===== src/sv/rae_pkg.sv =====
// Shared types, constants and functions of the radix alphabet encoder.
package rae_pkg;

   // Width of the input field and of the part of it that is encoded
   localparam int NUMBER_W   = 63;
   localparam int VALUE_BITS = 63;

   // Digit and character widths (radix is at most 62)
   localparam int DIGIT_W = 6;
   localparam int CHAR_W  = 7;

   // Divider step counter
   localparam int STEP_W = $clog2(VALUE_BITS);

   // Front queue depth
   localparam int QUEUE_DEPTH = 2;
   localparam int QPTR_W      = (QUEUE_DEPTH > 1) ? $clog2(QUEUE_DEPTH) : 1;
   localparam int QCNT_W      = $clog2(QUEUE_DEPTH + 1);

   // Symbol group sizes
   localparam logic [DIGIT_W-1:0] LOWER_COUNT = DIGIT_W'(26);
   localparam logic [DIGIT_W-1:0] UPPER_COUNT = DIGIT_W'(26);
   localparam logic [DIGIT_W-1:0] DIGIT_COUNT = DIGIT_W'(10);

   // ASCII codes of the first symbol of each group
   localparam logic [CHAR_W-1:0] CHAR_LOWER_A = 7'd97;
   localparam logic [CHAR_W-1:0] CHAR_UPPER_A = 7'd65;
   localparam logic [CHAR_W-1:0] CHAR_ZERO    = 7'd48;

   // Configuration port
   localparam int CSR_ADDR_W = 4;
   localparam int CSR_DATA_W = 32;
   localparam logic [1:0] REG_USE_LOWER    = 2'd0;
   localparam logic [1:0] REG_USE_UPPER    = 2'd1;
   localparam logic [1:0] REG_USE_NUMERALS = 2'd2;

   typedef struct packed {
      logic use_lower;
      logic use_upper;
      logic use_numerals;
   } cfg_type;

   // Head of the front queue as seen by the back end
   typedef struct packed {
      logic                  valid;
      logic                  is_zero;
      logic [VALUE_BITS-1:0] value;
   } q_head_type;

   typedef struct packed {
      logic                  is_zero;
      logic [VALUE_BITS-1:0] value;
   } q_entry_type;

   // Divider command and result
   typedef struct packed {
      logic                  start;
      logic [VALUE_BITS-1:0] dividend;
      logic [DIGIT_W-1:0]    divisor;
   } div_cmd_type;

   typedef struct packed {
      logic                  busy;
      logic                  done;
      logic [VALUE_BITS-1:0] quot;
      logic [DIGIT_W-1:0]    rem;
   } div_res_type;

   typedef enum logic [1:0] {
      BK_IDLE,
      BK_DIV,
      BK_EMIT
   } back_state_type;

   // Radix from the enabled groups; digits only when none is enabled
   function automatic logic [DIGIT_W-1:0] alpha_size(input cfg_type cfg);
      logic [DIGIT_W-1:0] s;
      s = '0;
      if (cfg.use_lower)    s = s + LOWER_COUNT;
      if (cfg.use_upper)    s = s + UPPER_COUNT;
      if (cfg.use_numerals) s = s + DIGIT_COUNT;
      if (s == '0)          s = DIGIT_COUNT;
      return s;
   endfunction

   // Map a digit value through the enabled groups: lower, upper, digits
   function automatic logic [CHAR_W-1:0] symbol_of(input logic [DIGIT_W-1:0] d,
                                                   input cfg_type cfg);
      logic [DIGIT_W-1:0] rest;
      logic [CHAR_W-1:0]  code;
      logic               found;
      rest  = d;
      code  = CHAR_ZERO;
      found = 1'b0;
      if (cfg.use_lower) begin
         if (rest < LOWER_COUNT) begin
            code  = CHAR_LOWER_A + CHAR_W'(rest);
            found = 1'b1;
         end else begin
            rest = rest - LOWER_COUNT;
         end
      end
      if (!found && cfg.use_upper) begin
         if (rest < UPPER_COUNT) begin
            code  = CHAR_UPPER_A + CHAR_W'(rest);
            found = 1'b1;
         end else begin
            rest = rest - UPPER_COUNT;
         end
      end
      if (!found) begin
         code = CHAR_ZERO + CHAR_W'(rest);
      end
      return code;
   endfunction

endpackage


===== src/sv/rae_req_if.sv =====
// Input channel: one number per transaction.
interface rae_req_if;
   logic                          valid;
   logic                          ready;
   logic [rae_pkg::NUMBER_W-1:0]  number_in;

   modport source (output valid, output number_in, input ready);
   modport sink   (input valid, input number_in, output ready);
endinterface


===== src/sv/rae_rsp_if.sv =====
// Result channel: one symbol per transaction.
interface rae_rsp_if;
   logic                        valid;
   logic                        ready;
   logic [rae_pkg::CHAR_W-1:0]  char_code;
   logic                        last_char;

   modport source (output valid, output char_code, output last_char, input ready);
   modport sink   (input valid, input char_code, input last_char, output ready);
endinterface


===== src/sv/rae_front.sv =====
// Front end: accepts numbers, flags zero values and queues them for the back end.
module rae_front (
   input  logic                 clock,
   input  logic                 reset,
   rae_req_if.sink              req_bus,
   input  logic                 pop,
   output rae_pkg::q_head_type  head
);

   rae_pkg::q_entry_type            mem_ff [rae_pkg::QUEUE_DEPTH];
   logic [rae_pkg::QPTR_W-1:0]      wr_ptr_ff, wr_ptr_in;
   logic [rae_pkg::QPTR_W-1:0]      rd_ptr_ff, rd_ptr_in;
   logic [rae_pkg::QCNT_W-1:0]      count_ff, count_in;
   logic                            push;
   logic                            do_pop;
   rae_pkg::q_entry_type            entry;

   // Accept while the queue has room
   assign req_bus.ready = (count_ff != rae_pkg::QCNT_W'(rae_pkg::QUEUE_DEPTH));
   assign push          = req_bus.valid && req_bus.ready;
   assign do_pop        = pop && (count_ff != '0);

   // Classify: keep the encoded bits and mark a zero value
   always_comb begin
      entry.value   = req_bus.number_in[rae_pkg::VALUE_BITS-1:0];
      entry.is_zero = (req_bus.number_in[rae_pkg::VALUE_BITS-1:0] == '0);
   end

   // Advance pointers and fill count
   always_comb begin
      wr_ptr_in = wr_ptr_ff;
      rd_ptr_in = rd_ptr_ff;
      count_in  = count_ff;
      if (push) begin
         wr_ptr_in = (wr_ptr_ff == rae_pkg::QPTR_W'(rae_pkg::QUEUE_DEPTH - 1)) ?
                     '0 : wr_ptr_ff + 1'b1;
      end
      if (do_pop) begin
         rd_ptr_in = (rd_ptr_ff == rae_pkg::QPTR_W'(rae_pkg::QUEUE_DEPTH - 1)) ?
                     '0 : rd_ptr_ff + 1'b1;
      end
      if (push && !do_pop) begin
         count_in = count_ff + 1'b1;
      end else if (do_pop && !push) begin
         count_in = count_ff - 1'b1;
      end
   end

   always_ff @(posedge clock) begin
      if (reset) begin
         wr_ptr_ff <= '0;
         rd_ptr_ff <= '0;
         count_ff  <= '0;
      end else begin
         wr_ptr_ff <= wr_ptr_in;
         rd_ptr_ff <= rd_ptr_in;
         count_ff  <= count_in;
      end
   end

   // Store the incoming entry
   always_ff @(posedge clock) begin
      if (push) begin
         mem_ff[wr_ptr_ff] <= entry;
      end
   end

   // Present the oldest entry
   always_comb begin
      head.valid   = (count_ff != '0);
      head.is_zero = mem_ff[rd_ptr_ff].is_zero;
      head.value   = mem_ff[rd_ptr_ff].value;
   end

endmodule


===== src/sv/rae_div.sv =====
// Bit-serial restoring divider: one quotient bit per cycle.
module rae_div (
   input  logic                  clock,
   input  logic                  reset,
   input  rae_pkg::div_cmd_type  cmd,
   output rae_pkg::div_res_type  res
);

   logic [rae_pkg::VALUE_BITS-1:0] quot_ff, quot_in;
   logic [rae_pkg::DIGIT_W-1:0]    rem_ff, rem_in;
   logic [rae_pkg::DIGIT_W-1:0]    divisor_ff, divisor_in;
   logic [rae_pkg::STEP_W-1:0]     cnt_ff, cnt_in;
   logic                           busy_ff, busy_in;
   logic                           done_ff, done_in;
   logic [rae_pkg::DIGIT_W:0]      trial;
   logic                           fits;

   // Shift the next dividend bit into the partial remainder and compare
   assign trial = {rem_ff, quot_ff[rae_pkg::VALUE_BITS-1]};
   assign fits  = (trial >= {1'b0, divisor_ff});

   always_comb begin
      quot_in    = quot_ff;
      rem_in     = rem_ff;
      divisor_in = divisor_ff;
      cnt_in     = cnt_ff;
      busy_in    = busy_ff;
      done_in    = 1'b0;
      if (cmd.start) begin
         quot_in    = cmd.dividend;
         rem_in     = '0;
         divisor_in = cmd.divisor;
         cnt_in     = rae_pkg::STEP_W'(rae_pkg::VALUE_BITS - 1);
         busy_in    = 1'b1;
      end else if (busy_ff) begin
         quot_in = {quot_ff[rae_pkg::VALUE_BITS-2:0], fits};
         rem_in  = fits ? rae_pkg::DIGIT_W'(trial - {1'b0, divisor_ff}) :
                          trial[rae_pkg::DIGIT_W-1:0];
         cnt_in  = cnt_ff - 1'b1;
         if (cnt_ff == '0) begin
            busy_in = 1'b0;
            done_in = 1'b1;
         end
      end
   end

   always_ff @(posedge clock) begin
      if (reset) begin
         busy_ff <= 1'b0;
         done_ff <= 1'b0;
      end else begin
         busy_ff <= busy_in;
         done_ff <= done_in;
      end
   end

   always_ff @(posedge clock) begin
      quot_ff    <= quot_in;
      rem_ff     <= rem_in;
      divisor_ff <= divisor_in;
      cnt_ff     <= cnt_in;
   end

   always_comb begin
      res.busy = busy_ff;
      res.done = done_ff;
      res.quot = quot_ff;
      res.rem  = rem_ff;
   end

endmodule


===== src/sv/rae_back.sv =====
// Back end: sequences digit divisions, maps digits to symbols, holds the result register.
module rae_back (
   input  logic                  clock,
   input  logic                  reset,
   input  rae_pkg::cfg_type      cfg,
   input  rae_pkg::q_head_type   head,
   output logic                  pop,
   output rae_pkg::div_cmd_type  div_cmd,
   input  rae_pkg::div_res_type  div_res,
   rae_rsp_if.source             rsp_bus
);

   rae_pkg::back_state_type         state_ff, state_in;
   logic [rae_pkg::DIGIT_W-1:0]     digit_ff, digit_in;
   logic [rae_pkg::VALUE_BITS-1:0]  val_ff, val_in;
   logic                            rsp_valid_ff, rsp_valid_in;
   logic [rae_pkg::CHAR_W-1:0]      char_ff, char_in;
   logic                            last_ff, last_in;
   logic                            slot_free;
   logic                            load_out;

   assign slot_free = !rsp_valid_ff || rsp_bus.ready;

   // Next state and divider commands
   always_comb begin
      state_in         = state_ff;
      digit_in         = digit_ff;
      val_in           = val_ff;
      pop              = 1'b0;
      load_out         = 1'b0;
      div_cmd.start    = 1'b0;
      div_cmd.dividend = val_ff;
      div_cmd.divisor  = rae_pkg::alpha_size(cfg);
      case (state_ff)
         rae_pkg::BK_IDLE: begin
            if (head.valid) begin
               pop = 1'b1;
               if (head.is_zero) begin
                  digit_in = '0;
                  val_in   = '0;
                  state_in = rae_pkg::BK_EMIT;
               end else begin
                  div_cmd.start    = 1'b1;
                  div_cmd.dividend = head.value;
                  state_in         = rae_pkg::BK_DIV;
               end
            end
         end
         rae_pkg::BK_DIV: begin
            if (div_res.done) begin
               digit_in = div_res.rem;
               val_in   = div_res.quot;
               state_in = rae_pkg::BK_EMIT;
            end
         end
         rae_pkg::BK_EMIT: begin
            if (slot_free) begin
               load_out = 1'b1;
               if (val_ff == '0) begin
                  state_in = rae_pkg::BK_IDLE;
               end else begin
                  div_cmd.start = 1'b1;
                  state_in      = rae_pkg::BK_DIV;
               end
            end
         end
         default: begin
            state_in = rae_pkg::BK_IDLE;
         end
      endcase
   end

   always_ff @(posedge clock) begin
      if (reset) begin
         state_ff <= rae_pkg::BK_IDLE;
      end else begin
         state_ff <= state_in;
      end
   end

   always_ff @(posedge clock) begin
      digit_ff <= digit_in;
      val_ff   <= val_in;
   end

   // Load the result register; drop valid once taken
   always_comb begin
      rsp_valid_in = rsp_valid_ff;
      char_in      = char_ff;
      last_in      = last_ff;
      if (load_out) begin
         rsp_valid_in = 1'b1;
         char_in      = rae_pkg::symbol_of(digit_ff, cfg);
         last_in      = (val_ff == '0);
      end else if (rsp_bus.ready) begin
         rsp_valid_in = 1'b0;
      end
   end

   always_ff @(posedge clock) begin
      if (reset) begin
         rsp_valid_ff <= 1'b0;
      end else begin
         rsp_valid_ff <= rsp_valid_in;
      end
   end

   always_ff @(posedge clock) begin
      char_ff <= char_in;
      last_ff <= last_in;
   end

   assign rsp_bus.valid     = rsp_valid_ff;
   assign rsp_bus.char_code = char_ff;
   assign rsp_bus.last_char = last_ff;

endmodule


===== src/sv/radix_alphabet_encoder_top.sv =====
// Radix alphabet encoder: writes a number in radix S as ASCII symbols.
//
// Usage:
//   req_bus carries one 63-bit number per transaction (valid/ready).
//   rsp_bus returns its digits in radix S, least significant first, one
//   ASCII symbol per transaction; last_char marks the most significant one.
//   A zero input gives a single symbol, the first of the alphabet.
//   The APB port at csr_ holds three enables (0x0 lower, 0x4 upper,
//   0x8 numerals); S is the sum of the enabled group sizes, 10 if none.
//   Write the enables only while the block is idle.
// Flow:
//   Digits come one at a time from the bit-serial divider, least
//   significant first; once the last symbol of a number is loaded into
//   the result register, the next queued number starts.
//   A two-entry queue accepts new numbers while the current one is worked.
// Reset: synchronous; all enables return to 1, queue and result empty.
// Stall: while rsp_bus.ready is low the result register holds and the
//   back end waits; the queue keeps accepting until full.
module radix_alphabet_encoder_top (
   input  logic                              clock,
   input  logic                              reset,
   rae_req_if.sink                           req_bus,
   rae_rsp_if.source                         rsp_bus,
   input  logic                              csr_psel,
   input  logic                              csr_penable,
   input  logic                              csr_pwrite,
   input  logic [rae_pkg::CSR_ADDR_W-1:0]    csr_paddr,
   input  logic [rae_pkg::CSR_DATA_W-1:0]    csr_pwdata,
   output logic [rae_pkg::CSR_DATA_W-1:0]    csr_prdata,
   output logic                              csr_pready
);

   rae_pkg::cfg_type      cfg_ff, cfg_in;
   rae_pkg::q_head_type   head;
   rae_pkg::div_cmd_type  div_cmd;
   rae_pkg::div_res_type  div_res;
   logic                  pop;
   logic                  csr_wr;
   logic [1:0]            reg_idx;

   assign csr_pready = 1'b1;
   assign csr_wr     = csr_psel && csr_penable && csr_pwrite && csr_pready;
   assign reg_idx    = csr_paddr[3:2];

   // Register writes keep bit 0; other indexes are ignored
   always_comb begin
      cfg_in = cfg_ff;
      if (csr_wr) begin
         case (reg_idx)
            rae_pkg::REG_USE_LOWER:    cfg_in.use_lower    = csr_pwdata[0];
            rae_pkg::REG_USE_UPPER:    cfg_in.use_upper    = csr_pwdata[0];
            rae_pkg::REG_USE_NUMERALS: cfg_in.use_numerals = csr_pwdata[0];
            default:                   cfg_in = cfg_ff;
         endcase
      end
   end

   always_ff @(posedge clock) begin
      if (reset) begin
         cfg_ff <= '{use_lower: 1'b1, use_upper: 1'b1, use_numerals: 1'b1};
      end else begin
         cfg_ff <= cfg_in;
      end
   end

   // Read back
   always_comb begin
      csr_prdata = '0;
      case (reg_idx)
         rae_pkg::REG_USE_LOWER:    csr_prdata[0] = cfg_ff.use_lower;
         rae_pkg::REG_USE_UPPER:    csr_prdata[0] = cfg_ff.use_upper;
         rae_pkg::REG_USE_NUMERALS: csr_prdata[0] = cfg_ff.use_numerals;
         default:                   csr_prdata    = '0;
      endcase
   end

   rae_front u_front (
      .clock   (clock),
      .reset   (reset),
      .req_bus (req_bus),
      .pop     (pop),
      .head    (head)
   );

   rae_div u_div (
      .clock (clock),
      .reset (reset),
      .cmd   (div_cmd),
      .res   (div_res)
   );

   rae_back u_back (
      .clock   (clock),
      .reset   (reset),
      .cfg     (cfg_ff),
      .head    (head),
      .pop     (pop),
      .div_cmd (div_cmd),
      .div_res (div_res),
      .rsp_bus (rsp_bus)
   );

   // An accepted number is in the queue at the next edge
   a_accept_queued: assert property (@(posedge clock) disable iff (reset)
      (req_bus.valid && req_bus.ready) |=> head.valid)
      else $error("accepted transaction missing from queue");

   // A division completes only after a busy cycle
   a_done_after_busy: assert property (@(posedge clock) disable iff (reset)
      div_res.done |-> $past(div_res.busy))
      else $error("divider done without a busy cycle");

   // Symbols come from the alphabet only
   a_symbol_range: assert property (@(posedge clock) disable iff (reset)
      rsp_bus.valid |->
         ((rsp_bus.char_code >= 7'd48) && (rsp_bus.char_code <= 7'd57)) ||
         ((rsp_bus.char_code >= 7'd65) && (rsp_bus.char_code <= 7'd90)) ||
         ((rsp_bus.char_code >= 7'd97) && (rsp_bus.char_code <= 7'd122)))
      else $error("symbol outside the alphabet");

endmodule


===== src/flat_wrapper.sv =====
// flat-port wrapper written by rule: the top's interface ports become plain ports
module radix_alphabet_encoder_top_flat 
  (clock, reset, csr_psel, csr_penable, csr_pwrite, csr_paddr, csr_pwdata, csr_prdata, csr_pready, req_bus_valid, req_bus_number_in, req_bus_ready, rsp_bus_valid, rsp_bus_char_code, rsp_bus_last_char, rsp_bus_ready);
  rae_req_if req_bus_i ();
  rae_rsp_if rsp_bus_i ();
  input  logic clock;
  input  logic reset;
  input  logic csr_psel;
  input  logic csr_penable;
  input  logic csr_pwrite;
  input  logic [rae_pkg::CSR_ADDR_W-1:0] csr_paddr;
  input  logic [rae_pkg::CSR_DATA_W-1:0] csr_pwdata;
  output logic [rae_pkg::CSR_DATA_W-1:0] csr_prdata;
  output logic csr_pready;
  input wire logic [$bits(req_bus_i.valid)-1:0] req_bus_valid;
  input wire logic [$bits(req_bus_i.number_in)-1:0] req_bus_number_in;
  output wire logic [$bits(req_bus_i.ready)-1:0] req_bus_ready;
  output wire logic [$bits(rsp_bus_i.valid)-1:0] rsp_bus_valid;
  output wire logic [$bits(rsp_bus_i.char_code)-1:0] rsp_bus_char_code;
  output wire logic [$bits(rsp_bus_i.last_char)-1:0] rsp_bus_last_char;
  input wire logic [$bits(rsp_bus_i.ready)-1:0] rsp_bus_ready;
  assign req_bus_i.valid = req_bus_valid;
  assign req_bus_i.number_in = req_bus_number_in;
  assign req_bus_ready = req_bus_i.ready;
  assign rsp_bus_valid = rsp_bus_i.valid;
  assign rsp_bus_char_code = rsp_bus_i.char_code;
  assign rsp_bus_last_char = rsp_bus_i.last_char;
  assign rsp_bus_i.ready = rsp_bus_ready;
  radix_alphabet_encoder_top u_core (.clock(clock), .reset(reset), .req_bus(req_bus_i), .rsp_bus(rsp_bus_i), .csr_psel(csr_psel), .csr_penable(csr_penable), .csr_pwrite(csr_pwrite), .csr_paddr(csr_paddr), .csr_pwdata(csr_pwdata), .csr_prdata(csr_prdata), .csr_pready(csr_pready));
endmodule

===== config.mk =====
export PLATFORM = sky130hd
export DESIGN_NAME = radix_alphabet_encoder_top_flat
export DESIGN_NICKNAME = d
export VERILOG_FILES = /design/src/sv/rae_pkg.sv /design/src/sv/rae_req_if.sv /design/src/sv/rae_rsp_if.sv /design/src/sv/rae_front.sv /design/src/sv/rae_div.sv /design/src/sv/rae_back.sv /design/src/sv/radix_alphabet_encoder_top.sv /design/src/flat_wrapper.sv
export SDC_FILE = /design/constraint.sdc
export NUM_CORES = 1
export LEC_CHECK = 0
export ABC_AREA = 1
export BUFFER_PORTS_ARGS = -buffer_cell sky130_fd_sc_hd__clkbuf_2
export CAP_MARGIN = 40
export CORE_UTILIZATION = 30
export DETAILED_ROUTE_END_ITERATION = 12
export GPL_TIMING_DRIVEN = 0
export PLACE_DENSITY = 0.58
export SLEW_MARGIN = 20
export SYNTH_ARGS = -nofsm -noshare
export SYNTH_HDL_FRONTEND = slang
export SYNTH_SLANG_ARGS = --single-unit

===== constraint.sdc =====
create_clock -name clock -period 6.2 [get_ports clock]
set_clock_uncertainty 0.05 [all_clocks]
set_input_delay 0 -clock clock [delete_from_list [all_inputs] [get_ports clock]]
set_output_delay 0 -clock clock [all_outputs]
set_load 0.05 [all_outputs]

======== Yosys cells after proc, flatten, opt, wreduce, memory -nomap -nowiden ========
Memories as Yosys holds them, arrays and structs flattened. A register that Yosys moved wholly into a read port is not among the register bits.
Index checks and enable logic that the tools add are counted.
operators by class
  equal/unequal tests ..................... 9
  reduce and logical (&&, ||, !) cells .... 29
  $lt $le $gt $ge ......................... 3
  bitwise gates (word level) .............. 1
  muxes and demuxes ....................... 62
  $add $sub $neg .......................... 13
operators by type and width
  cell                                                        number
  2-to-1 mux 63 bit                                           6
  2-to-1 mux 64 bit                                           2
  zero test 63 bit                                            2
  case mux 63 bit (2 select lines)                            1
  2-to-1 mux 6 bit                                            12
  2-to-1 mux 7 bit                                            5
  2-to-1 mux 1 bit                                            25
  adder 7 x 6 -> 7 bit, first input constant                  2
  zero test 6 bit                                             2
  less-than comparator 6 x 5 -> 1 bit, second input constant  2
  2-to-1 mux 2 bit                                            6
  case mux 6 bit (2 select lines)                             1
  subtractor 6 x 5 -> 6 bit, second input constant            2
  nonzero test 2 bit                                          5
  adder 6 x 6 -> 7 bit, first input constant                  1
  greater-or-equal comparator 7 x 6 -> 1 bit                  1
  logical AND 1 bit                                           7
  adder 6 x 4 -> 6 bit, second input constant                 1
  adder 6 x 5 -> 6 bit, second input constant                 1
  inequality test 2 x 1 -> 1 bit, second input constant       3
  case mux 2 bit (3 select lines)                             1
  AND reduction 2 bit                                         3
  subtractor 6 x 1 -> 6 bit, second input constant            1
  subtractor 6 bit                                            1
  16 further kinds                                            24
storage, ports and cells
  output and inout bits ................... 43
  memories kept ........................... 1
  RAM bits ................................ 128
  word-level logic and storage cells ...... 136
  input bits .............................. 106
  register bits ........................... 170
memory list
  name                   words  width  read ports  clocked after memory_dff  write ports  RTL line         text
  u_core.u_front.mem_ff  2      64     1           1                         1            rae_front.sv:10  rae_pkg::q_entry_type mem_ff [rae_pkg::QUEUE_DEPTH];

======== Depth between registers and ports, before layout ========
Gate-level depths: netlist of the first run.
  depth in word-level cells ............... 11
  gate-level depth with buffers ........... 16
  gate-level depth less buffers ........... 16

======== Cells and area by module ========
From an unflattened synthesis of the first run, not the netlist that was laid out.
second synthesis, totals
  cell total of the unflattened synthesis .. 1283
  area, all modules ....................... 14291.2 um2
modules (own cells, without submodules)
  module                      times used  seq. area each (um2)  cells each  area each (um2)
  rae_front                   1           3943.8                328         5292.6
  rae_back                    1           2372.3                477         4700.8
  rae_div                     1           2352.3                416         3863.7
  radix_alphabet_encoder_top  1           60.1                  62          434.2

======== Worst setup path after synthesis of the first run ========
OpenSTA, ideal clock, no wires.
  path type ............................... register to register
  start ................................... register u_core.u_front.count_ff[0] in the netlist's numbering
  end ..................................... memory u_core.u_front.mem_ff[1][0] in the netlist's numbering, enable pin
  required time ........................... 5662 ps
  buffers on the path ..................... 0
  data arrival time ....................... 3624 ps
  cell stages (with the launch flop) ...... 5
  slack ................................... 2038 ps
  period minus slack after synthesis ...... 4162 ps
  setup time .............................. 488 ps
  cell sequence ........................... dfxtp_1 > inv_1 > nand2_1 > nand2_1 > nor2_1
between the ends
  cells in the longest elaborated chain, start to end .. 4
RTL lines
  element                                 RTL line            text
  start: declaration                      rae_front.sv:13     logic [rae_pkg::QCNT_W-1:0] count_ff, count_in;
  start signal: assignment                rae_front.sv:57     count_ff <= count_in;
  inequality test 2 bit                   rae_front.sv:19     assign req_bus.ready = (count_ff != rae_pkg::QCNT_W'(rae_pkg::QUEUE_DEPTH));
  net req_bus_ready                       flat_wrapper.sv:17  output wire logic [$bits(req_bus_i.ready)-1:0] req_bus_ready;
  logical AND 1 bit                       rae_front.sv:20     assign push = req_bus.valid && req_bus.ready;
  2-to-1 mux 1 bit                        rae_front.sv:63     if (push) begin
  2-to-1 mux 1 bit (not written as such)  rae_front.sv:64     mem_ff[wr_ptr_ff] <= entry;
  end: declaration                        rae_front.sv:10
The timed path passes the listed nets, and every way through them passes these cells.

======== Worst setup path after layout of the first run ========
  start ................................... register u_core.u_back.state_ff[1]
  end ..................................... register u_core.u_div.quot_ff[21] in the netlist's numbering, enable pin
between the ends
  cells in the longest elaborated chain, start to end .. 3
  elaborated cells between the ends (all ways) .. 4
  those cells by class .................... eq/ne: 1; mux: 1; reduce/logical: 2
RTL lines
  element                                                 RTL line        text
  start: declaration                                      rae_back.sv:13  rae_pkg::back_state_type state_ff, state_in;
  start signal: assignment                                rae_back.sv:75  state_ff <= rae_pkg::BK_IDLE;
  start signal: assignment                                rae_back.sv:77  state_ff <= state_in;
  equality test 2 bit or zero test 2 bit (tied branches)  rae_back.sv:34  case (state_ff)
  case mux 1 bit (2 select lines) *                       rae_back.sv:34
  nonzero test 2 bit (no line) *                          --
  end signal: assignment                                  rae_div.sv:58   quot_ff <= quot_in;
  end: declaration                                        rae_div.sv:9    logic [rae_pkg::VALUE_BITS-1:0] quot_ff, quot_in;
Every way passes the cells marked *; elsewhere a longest branch is shown, timed or not.
A chain may end at the register's enable or synchronous reset.

==> results by group, run 1 <==
Finish
  • Fill cells: 4355
  • Layout cells sized above 1: 14.7%
  • Final #Nets: 1637
  • Area grow syn2layout: 24.1%

Floorplan
  • # IOs: 149
  • Initial core utilization: 30.5%
  • Die W: 214 um
  • DIE AREA: 0.0459 mm^2
  • DIE HEIGHT: 214 um
  • FP Rows: 77
  • Core area: 0.0443 mm^2

Logic synthesis
  • Primary FF master, synth: edfxtp_1
  • Synthesized netlist cell count: 1285
  • Sequential fraction of the synthesis area: 64.1%
  • Top-area cell type share of the netlist area: 60.4%
  • #FFs+latches synth: 297
  • Number of synthesized flops with an enable pin: 272
  • Top area cells in the synthesized netlist: edfxtp_1, inv_1, nand2_1, o21ai_0, dfxtp_1
  • Synth area leader: edfxtp_1
  • Synth unique cells: 39
  • Synth Warn #: 0
  • Cell area after synthesis: 0.0135 mm^2
  • Syn avg cell area: 10.5 um^2
  • Post-synth ARST share: 0%

Global routing
  • Vias in the first global route: 9407
  • Initial antenna violation count: 6
  • First-pass GRT wire length: 48900 um
  • Total track usage: 13.4%
  • Largest net degree at the start of global routing: 51
  • GRT Residual Overflow: 0

Placement
  • IO buf count: 83
  • Final Wtd Congestion: 0.812
  • HPWL after DPL: 20500 um

Worst setup path
  • Worst EP arrival: 3070 ps
  • Worst r2r src: u_core.u_back.state_ff[1]$_SDFFE_PP0P_
  • Worst setup startpoint: u_core.u_back.state_ff[1]$_SDFFE_PP0P_
  • Worst-path maximum fanout: 35
  • Worst path cell trace: inv_1 -> nor3_2 -> nand2_1 -> nand2_4 -> buf_6 -> inv_2 -> nand2_4 -> buf_12
  • CP startpoint kind: register
  • WS Path Type: reg -> reg
  • Largest stage delay on the critical path: 680 ps
  • Crit-path slowest cell: nor3_2
  • Crit. End Element: register
  • CP top delay family: simple AND/OR/NAND/NOR gates
  • Top cell by count, worst path: nand2_4
  • WP data required: 6370 ps
  • Bufs and invs on worst path: 4

Route
  • DR DRC count: 0
  • Via count: 9478
  • Top routing layer used: met5
  • Drt first pass iters: 5
  • First DRT Iteration DRCs: 828
  • Antenna viol nets, final: 0
  • Met1 WL: 13600 um
  • Met2 Wirelength: 14500 um
  • Via/cell ratio: 4.44
  • DR WL met3: 1530 um
  • WL/cell: 14.2 um
  • DRT Wirelength: 30400 um

Pwr
  • Combinational power share: 39.0%
  • Clock network power share: 21.7%
  • Internal power: 5.37 mW
  • Seq pwr share: 39.3%
  • Switch share: 39.0%
  • Pwr Density: 525 mW/mm^2
  • Psw: 3.43 mW
  • Total leakage power: 6.76 nW
  • Worst vdd ir: 0.228 mV
  • Final Power: 8.81 mW

Run status
  • Outcome: completed

Flow run
  • Max-Cap Viols: 0

Clock tree
  • Clk sinks: 297
  • CTS tree: done
  • Worst-Skew Late Latency: 530 ps
  • Reg clk slew, reported paths: 60 ps
  • CTS resizes: 0
  • Total CTS buffers: 35
  • H-tree depth: 2
  • CTS Root Cell: clkbuf_16
  • Deepest clock path buffer count: 3
  • Post-CTS Hold Buffers: 73
  • Post-CTS setup buffer count: 0

STA
  • Total negative slack: 0 ps
  • Final Hold Vio Count: 0
  • RSZ-0062 raised after global routing: false
  • Worst Tran Pin Value: 816 ps
  • Final setup fails: 0
  • Tmin final: 2900 ps
  • Worst slew margin: 45.3%
  • Fin crit share: 46.8%
  • Max Freq: 0.345 GHz
  • Slew Viols, Final: 0

Min path
  • Hold Crit Start: req_bus_number_in[35]
  • Worst min path class: in -> reg
[through the flow]
step           utilization, %  area [um^2]  cells  setup slack (ps)  hold slack [ps]
3_5_place_dp             33.8        15000   1997              3260              161
6_report                 37.9        16800   2137              3300              161
4_1_cts                  37.9        16800   2132              3240              142
5_1_grt                  37.9        16800   2137              3070              154
2_1_floorplan               -        13600   1315              2040             19.1
3_3_place_gp             33.4        14800   1990               590              158
[placed cells by master, fill, tap and decap left out, types with 4 or more instances in the layout]
cell / count
a21oi_1: 22
nand2_4: 10
o211ai_1: 62
clkbuf_16: 36
edfxtp_1: 272
clkbuf_2: 84
nand2_2: 7
buf_4: 38
dfxtp_1: 25
nor4_1: 16
xor2_1: 9
buf_16: 4
conb_1: 32
buf_6: 5
clkinv_1: 10
o21ai_0: 125
diode_2: 5
clkbuf_1: 36
nor3_1: 5
inv_2: 5
nand2_1: 198
buf_2: 13
inv_1: 229
nor2_1: 101
nand4_1: 17
dlygate4sd3_1: 73
nand3_1: 27
o21ai_1: 27
ha_1: 15
[metal layers]
layer	GRT usage [%]	up-vias
met5	0	-
met4	4.95	2
met3	2.51	59
met2	22.6	247
met1	17.0	4444
li1	-	4726
[worst paths after layout]
path,to,slack (ps),cells after the start
worst min register to register,u_core.u_front.rd_ptr_ff$_SDFFE_PP0P_,420,1
worst min-delay path,u_core.u_front.mem_ff[0][35]$_DFFE_PP_,160,2
worst max-delay path,u_core.u_div.quot_ff[21]$_DFFE_PP_,3300,8
worst max register to register,u_core.u_div.quot_ff[21]$_DFFE_PP_,3300,8
[cells in the mapped netlist (all sizes together), types with 6 or more instances]
cell type / n
nand2: 215
nor2: 107
o21ai: 152
a21oi: 22
inv: 235
nand3: 31
o211ai: 62
dfxtp: 25
nand4: 17
buf: 56
xor2: 9
nor3: 6
edfxtp: 272
nor4: 16
ha: 15
clkbuf: 28
[state kept, by name, summed over array words and instances (netlist names), named ones only]
| signal | count |
|---|---|
| u_core.u_front.mem_ff | 128 |
| u_core.u_back.val_ff | 63 |
| u_core.u_div.quot_ff | 63 |
| u_core.u_back.rsp_bus.char_code | 7 |
| u_core.u_back.digit_ff | 6 |
| u_core.u_div.cnt_ff | 6 |
| u_core.u_div.rem_ff | 6 |
| u_core.u_div.divisor_ff | 4 |
| u_core.cfg_ff | 3 |
| u_core.u_back.state_ff | 2 |
| u_core.u_front.count_ff | 2 |
| u_core.u_back.rsp_bus.last_char | 1 |
| u_core.u_back.rsp_bus.valid | 1 |
| u_core.u_div.busy_ff | 1 |
| u_core.u_div.done_ff | 1 |
| u_core.u_front.rd_ptr_ff | 1 |
| u_core.u_front.wr_ptr_ff | 1 |
[area by class of cell]
type,instances,area (um^2),area share (%)
antenna,5,12.5,0.0745
buffer,84,513,3.06
clock buffer,45,935,5.57
clock inverter,17,119,0.708
inverter,236,890,5.30
multi-input combinational,698,3600,21.4
sequential,297,8670,51.6
tap,592,741,4.41
timing repair buffer,163,1320,7.84
[cells by family (layout without fill, tap and decap cells)]
logic type / count (synthesis) / count (layout) / share of synthesized area (%)
AND/OR/NAND/NOR: 397 / 397 / 13.0
flip-flops: 297 / 297 / 64.1
AO/OA/AOI/OAI: 241 / 241 / 10.2
adder cells (fa/ha/maj): 16 / 16 / 1.54
other: 2 / 37 / 0.0555
XOR/XNOR: 12 / 12 / 0.777
buffers and inverters: 320 / 545 / 10.4
[power by group through the flow]
stage	Combinational (mW)	Clock (mW)	Sequential [mW]
floorplan	2.30	0	3.56
global placement	3.25	0	3.57
detailed placement	3.41	0	3.50
CTS	3.47	1.95	3.47
global route	3.86	2.03	3.53
finish	3.43	1.91	3.46
(Power assumes the default switching activity.)
==> inputs of run 2 (changes only) <==
--- a/config.mk
+++ b/config.mk
@@ -11,7 +11,7 @@
 export CORE_UTILIZATION = 30
 export DETAILED_ROUTE_END_ITERATION = 12
 export GPL_TIMING_DRIVEN = 0
-export PLACE_DENSITY = 0.58
+export PLACE_DENSITY = 0.6
 export SLEW_MARGIN = 20
 export SYNTH_ARGS = -nofsm -noshare
 export SYNTH_HDL_FRONTEND = slang
==> constraint.sdc (replaced) <==
create_clock -name clock -period 2.4 [get_ports clock]
set_clock_uncertainty 0.05 [all_clocks]
set_input_delay 0 -clock clock [delete_from_list [all_inputs] [get_ports clock]]
set_output_delay 0 -clock clock [all_outputs]
set_load 0.05 [all_outputs]
==> run 2 against run 1 <==
- register-to-register slack got worse by 3200 ps
- critical path type unchanged
- core utilization rose by 0.079 points
- highest routed layer unchanged
- worst setup slack got worse by 3200 ps
- hold slack got worse by 31 ps
- fmax rose by 27%
- wire length rose by 1.8%
- sequential share of layout area fell by 0.11 points
- critical path depth rose by 4
- clock power rose by 130%
==> results by group, run 2 (synthesis gave the netlist of run 1 again) <==
Run status
  • Outcome: completed

Worst setup path
  • Worst path cell trace: inv_1 -> nand4_1 -> nor2_1 -> nand2_1 -> nor2_2 -> nand2_1 -> nand2_2 -> nand2_8 -> buf_8 -> inv_8 -> nand2_8 -> buf_16
  • Crit. End Element: register
  • WP data required: 2660 ps
  • Cell depth of the worst flop-to-flop path: 12
  • Largest stage delay on the critical path: 360 ps
  • Bufs and invs on worst path: 4
  • Worst EP arrival: 2550 ps
  • Crit-path slowest cell: edfxtp_1
  • Reg2reg end: u_core.u_div.quot_ff[47]$_DFFE_PP_
  • Worst-path maximum fanout: 16
  • CP top delay family: simple AND/OR/NAND/NOR gates
  • CP startpoint kind: register
  • WS Path Type: reg -> reg
  • Worst r2r src: u_core.u_back.val_ff[19]$_SDFFCE_PN0P_
  • Worst R2R Setup Slack: 120 ps

Route
  • WL/cell: 14.5 um
  • Drt first pass iters: 5
  • Via count: 9533
  • Via/cell ratio: 4.46
  • First DRT Iteration DRCs: 567
  • DRT Wirelength: 31000 um
  • Antenna viol nets, final: 0
  • DR DRC count: 0

Pwr
  • Total leakage power: 6.78 nW
  • Pwr Density: 1360 mW/mm^2
  • Worst vdd ir: 0.637 mV
  • Final Power: 22.9 mW

Global routing
  • Largest net degree at the start of global routing: 26
  • Initial antenna violation count: 5
  • First-pass GRT wire length: 49100 um
  • Vias in the first global route: 9198
  • Total track usage: 13.3%
  • GRT Residual Overflow: 0

STA
  • Worst Tran Pin Value: 784 ps
  • Final setup fails: 0
  • Slew Viols, Final: 0
  • Fin Hold WS: 131 ps
  • Final worst slack: 117 ps
  • Fin crit share: 95.1%
  • Final Hold Vio Count: 0
  • Worst slew margin: 47.6%
  • Tmin final: 2280 ps
  • Max Freq: 0.438 GHz

Clock tree
  • Reg clk slew, reported paths: 60 ps
  • Deepest clock path buffer count: 3
  • Clk sinks: 297
  • H-tree depth: 1
  • CTS tree: done
  • CTS Root Cell: clkbuf_16
  • Worst-Skew Late Latency: 570 ps
  • Total CTS buffers: 31

Min path
  • Hold path endpoint: u_core.u_front.mem_ff[0][35]$_DFFE_PP_
  • Worst min path class: in -> reg
  • Hold Crit Start: req_bus_number_in[35]
  • Worst Hold Depth: 2

Finish
  • Fill cells: 4385
  • Area grow syn2layout: 24.4%
  • Layout cells sized above 1: 16.1%
  • Most common cell after layout, fill and taps aside: edfxtp_1
  • Multi-input combinational cell area: 0.00366 mm^2
  • Max FFs per register: 128
  • Total area of sequential cells: 0.00867 mm^2
  • Largest Register: u_core.u_front.mem_ff
  • Top Registers: u_core.u_front.mem_ff (128), u_core.u_back.val_ff (63), u_core.u_div.quot_ff (63)
  • Most frequent cells in the layout: edfxtp_1, inv_1, nand2_1, o21ai_0, nor2_1
  • Final #Nets: 1644

Floorplan
  • Die W: 214 um
  • # IOs: 149
  • Core area: 0.0443 mm^2
  • Initial core utilization: 30.5%
  • DIE HEIGHT: 214 um
  • FP Rows: 77
  • DIE AREA: 0.0459 mm^2

Placement
  • Final Wtd Congestion: 0.819
  • IO buf count: 83
  • Worst slack at placement: -527 ps
  • HPWL after DPL: 20800 um

Flow run
  • Max-Cap Viols: 0
## run 2: routing by layer
| layer | global-route usage, % | up-vias | part of all wire, % |
|---|---|---|---|
| met5 | 0 | - | 0.14 |
| met4 | 3.38 | 8 | 1.9 |
| met3 | 2.30 | 39 | 5.0 |
| met2 | 23.2 | 246 | 49 |
| met1 | 17.0 | 4502 | 44 |
| li1 | - | 4738 | - |
## run 2: worst max path at each step
stage                     slack (ps)  depth (start not counted)                                     end                                startpoint
final                            120                         12      u_core.u_div.quot_ff[47]$_DFFE_PP_    u_core.u_back.val_ff[19]$_SDFFCE_PN0P_
after global placement          -810                          6  u_core.u_back.val_ff[46]$_SDFFCE_PN0P_                                  register
after floorplan                    4                          8       u_core.u_div.quot_ff[0]$_DFFE_PP_  u_core.u_back.rsp_bus.valid$_SDFFE_PP0P_
after global routing             -20                         12      u_core.u_div.quot_ff[47]$_DFFE_PP_    u_core.u_back.val_ff[48]$_SDFFCE_PN0P_
after CTS                         20                         12       u_core.u_div.quot_ff[2]$_DFFE_PP_    u_core.u_back.val_ff[17]$_SDFFCE_PN0P_
after detailed placement        -530                          8      u_core.u_div.quot_ff[28]$_DFFE_PP_    u_core.u_back.state_ff[1]$_SDFFE_PP0P_
## run 2: area by class of cell
| cell class | instances | area share [%] |
|---|---|---|
| flip-flops and latches | 297 | 51.5 |
| multi-input cells | 699 | 21.8 |
| repair buffers | 172 | 8.34 |
| inverters | 236 | 5.34 |
| clock buffers | 39 | 4.79 |
| well taps | 592 | 4.40 |
| plain buffers | 84 | 3.09 |
| clock inverters | 17 | 0.706 |
| repair inverters | 1 | 0.0446 |
| diodes | 1 | 0.0149 |
## run 2: report_power, final
part           internal, mW  leakage (nW)  switching, mW
Clock                  2.48         0.456           1.99
Sequential             8.40          2.78          0.562
Combinational          2.95          3.54           6.52
## run 2: stage by stage
stage                     TNS, ps  util, %  area [um^2]  cells
final                           0     38.0        16800   2138
after global routing         -666     38.0        16800   2138
after CTS                       0     37.8        16700   2132
after detailed placement   -28820     33.8        15000   1997
after global placement    -127520     33.5        14800   1990
after floorplan                 0        -        13700   1315
## run 2: what timing repair did
action                                  in CTS  in global routing
endpoints found under the hold margin      139                  0
pin swaps                                    1                  1
gates resized for setup                      8                  9
cloned                                       3                  0
buffers inserted                             3                  4
endpoints found under the setup margin     101                123
hold buffers                                73                  0
==> inputs of run 3 (changes only) <==
--- a/config.mk
+++ b/config.mk
@@ -9,6 +9,7 @@
 export BUFFER_PORTS_ARGS = -buffer_cell sky130_fd_sc_hd__clkbuf_2
 export CAP_MARGIN = 40
 export CORE_UTILIZATION = 30
+export CTS_BUF_LIST = sky130_fd_sc_hd__clkbuf_2
 export DETAILED_ROUTE_END_ITERATION = 12
 export GPL_TIMING_DRIVEN = 0
 export PLACE_DENSITY = 0.6
==> run 3 against run 2 <==
- clock power shrank 15%
- core utilization grew 1.3 points
- hold slack lost 2.4 ps
- power shrank 2.4%
- die area is the same
- critical path type unchanged
- largest power group unchanged
- via count grew 6.5%
==> results by group, run 3 (synthesis gave the netlist of run 1 again) <==
Run status
  • Outcome: completed

Clock tree
  • Clk sinks: 297
  • Worst-Skew Late Latency: 920 ps
  • Reg clk slew, reported paths: 110 ps
  • Total CTS buffers: 80
  • H-tree depth: 3
  • CTS tree: done
  • Deepest clock path buffer count: 3
  • CTS Root Cell: clkbuf_2

Min path
  • Hold Crit Start: req_bus_number_in[38]
  • Worst Hold Depth: 5
  • Hold path endpoint: u_core.u_front.mem_ff[1][63]$_DFFE_PP_
  • Worst min path class: in -> reg

Worst setup path
  • Cell depth of the worst flop-to-flop path: 11
  • Reg2reg end: u_core.u_div.quot_ff[50]$_DFFE_PP_
  • Worst EP arrival: 2820 ps
  • WS Path Type: reg -> reg
  • Top cell by count, worst path: nand2_8
  • CP startpoint kind: register
  • CP top delay family: simple AND/OR/NAND/NOR gates
  • Crit. End Element: register
  • Crit-path slowest cell: edfxtp_1
  • Bufs and invs on worst path: 3
  • Worst R2R Setup Slack: 160 ps
  • Worst-path maximum fanout: 16
  • Worst r2r src: u_core.u_back.val_ff[31]$_SDFFCE_PN0P_
  • Largest stage delay on the critical path: 390 ps
  • WP data required: 2980 ps
  • Worst path cell trace: inv_1 -> nand4_1 -> nor2_1 -> nand2_1 -> nor2_2 -> nand2_2 -> nand2_4 -> nand2_8 -> clkinv_8 -> nand2_8 -> bufbuf_16

Pwr
  • Pwr Density: 1280 mW/mm^2
  • Worst vdd ir: 0.661 mV
  • Total leakage power: 7.20 nW

Floorplan
  • Die W: 214 um
  • DIE HEIGHT: 214 um
  • DIE AREA: 0.0459 mm^2
  • Core area: 0.0443 mm^2
  • FP Rows: 77
  • Initial core utilization: 30.5%
  • # IOs: 149

Global routing
  • GRT Residual Overflow: 0
  • Largest net degree at the start of global routing: 26
  • Initial antenna violation count: 6
  • Total track usage: 14.0%
  • First-pass GRT wire length: 51400 um
  • Vias in the first global route: 10100

Route
  • WL/cell: 14.0 um
  • Antenna viol nets, final: 0
  • Via/cell ratio: 4.43
  • DR DRC count: 0
  • Drt first pass iters: 5
  • First DRT Iteration DRCs: 765
  • Via count: 10200
  • DRT Wirelength: 32100 um

STA
  • Tmin final: 2240 ps
  • Final Hold Vio Count: 0
  • Final worst slack: 162 ps
  • Max Freq: 0.447 GHz
  • Final setup fails: 0
  • Fin crit share: 93.3%
  • Worst slew margin: 43.1%
  • Slew Viols, Final: 0
  • Total negative slack: 0 ps
  • Worst Tran Pin Value: 853 ps

Placement
  • Worst slack at placement: -527 ps
  • Final Wtd Congestion: 0.819
  • HPWL after DPL: 20800 um
  • IO buf count: 83

Finish
  • Area grow syn2layout: 28.6%
  • Layout cells sized above 1: 19.2%
  • Max FFs per register: 128
  • Multi-input combinational cell area: 0.00367 mm^2
  • Most frequent cells in the layout: edfxtp_1, inv_1, clkbuf_2, nand2_1, dlygate4sd3_1
  • Largest Register: u_core.u_front.mem_ff
  • Fill cells: 4406
  • Final #Nets: 1761
  • Most common cell after layout, fill and taps aside: edfxtp_1
  • Total area of sequential cells: 0.00867 mm^2
  • Top Registers: u_core.u_front.mem_ff (128), u_core.u_back.val_ff (63), u_core.u_div.quot_ff (63)

Flow run
  • Max-Cap Viols: 0
==> run 3: cell types whose count changed in the layout (fill, tap and decap cells not counted), sizes merged <==
| cell | before | now |
|---|---|---|
| dlygate4sd3 | 73 | 144 |
| clkinvlp | 3 | 2 |
| buf | 72 | 67 |
| clkinv | 16 | 20 |
| clkbuf | 150 | 225 |
| bufinv | 1 | 4 |
| inv | 234 | 235 |
| nand2 | 216 | 217 |
| diode | 1 | 2 |
| bufbuf | 0 | 2 |
==> run 3: layout make-up <==
class / instances / share of cell area [%]
buffer: 83 / 2.91
inverter: 236 / 5.19
sequential: 297 / 49.8
multi-input combinational: 700 / 21.1
antenna: 2 / 0.0288
timing repair inverter: 1 / 0.0288
clock buffer: 115 / 3.31
timing repair buffer: 240 / 12.2
clock inverter: 24 / 1.14
tap: 592 / 4.26
==> run 3: how the worst max path moves through the flow <==
| stage | slack (ps) | startpoint | cells after the start | end |
|---|---|---|---|---|
| 2_1_floorplan | 4 | u_core.u_back.rsp_bus.valid$_SDFFE_PP0P_ | 8 | u_core.u_div.quot_ff[0]$_DFFE_PP_ |
| 3_3_place_gp | -810 | register | 6 | u_core.u_back.val_ff[46]$_SDFFCE_PN0P_ |
| 3_5_place_dp | -530 | u_core.u_back.state_ff[1]$_SDFFE_PP0P_ | 8 | u_core.u_div.quot_ff[28]$_DFFE_PP_ |
| 4_1_cts | 1 | u_core.u_back.val_ff[31]$_SDFFCE_PN0P_ | 11 | u_core.u_div.quot_ff[50]$_DFFE_PP_ |
| 5_1_grt | -5 | u_core.u_back.digit_ff[2]$_SDFFCE_PN0P_ | 13 | u_core.u_back.rsp_bus.char_code[5]$_DFFE_PP_ |
| 6_report | 160 | u_core.u_back.val_ff[31]$_SDFFCE_PN0P_ | 11 | u_core.u_div.quot_ff[50]$_DFFE_PP_ |
==> run 3: stage by stage <==
step / cells / total power, mW / area, um^2 / hold WS [ps] / utilization [%]
3_3_place_gp: 1990 / 17.2 / 14800 / 155 / 33.5
4_1_cts: 2285 / 22.4 / 17300 / 5.79 / 39.1
3_5_place_dp: 1997 / 17.9 / 15000 / 163 / 33.8
5_1_grt: 2290 / 24.0 / 17400 / 58.4 / 39.2
2_1_floorplan: 1315 / 15.1 / 13700 / 19.1 / -
6_report: 2290 / 22.3 / 17400 / 128 / 39.2
==> run 3: layer usage <==
layer	up-vias	share of wire, %	global-route usage, %
met5	-	0.15	0
met2	274	49	23.9
met4	8	2.9	6.33
li1	5021	-	-
met1	4782	43	16.7
met3	65	5.5	3.33
==> run 3: repair_timing <==
item | CTS | global route
gates resized for setup | 8 | 12
hold buffers | 145 | 0
cloned | 4 | 1
buffers inserted | 1 | 3
setup endpoints to repair | 149 | 112
hold endpoints to repair | 277 | 0
pin swaps | 1 | 2
==> run 3: power breakdown <==
| part | internal, mW | total [mW] | switching, mW |
|---|---|---|---|
| clock network | 1.71 | 3.81 | 2.10 |
| registers | 8.38 | 8.94 | 0.559 |
| logic | 3.07 | 9.59 | 6.52 |
==> run 3: tightest hold or removal path, delay by kind of cell <==
family / cells / cell delay [ps]
buffers and inverters: 2 / 630
AND/OR/NAND/NOR: 3 / 240
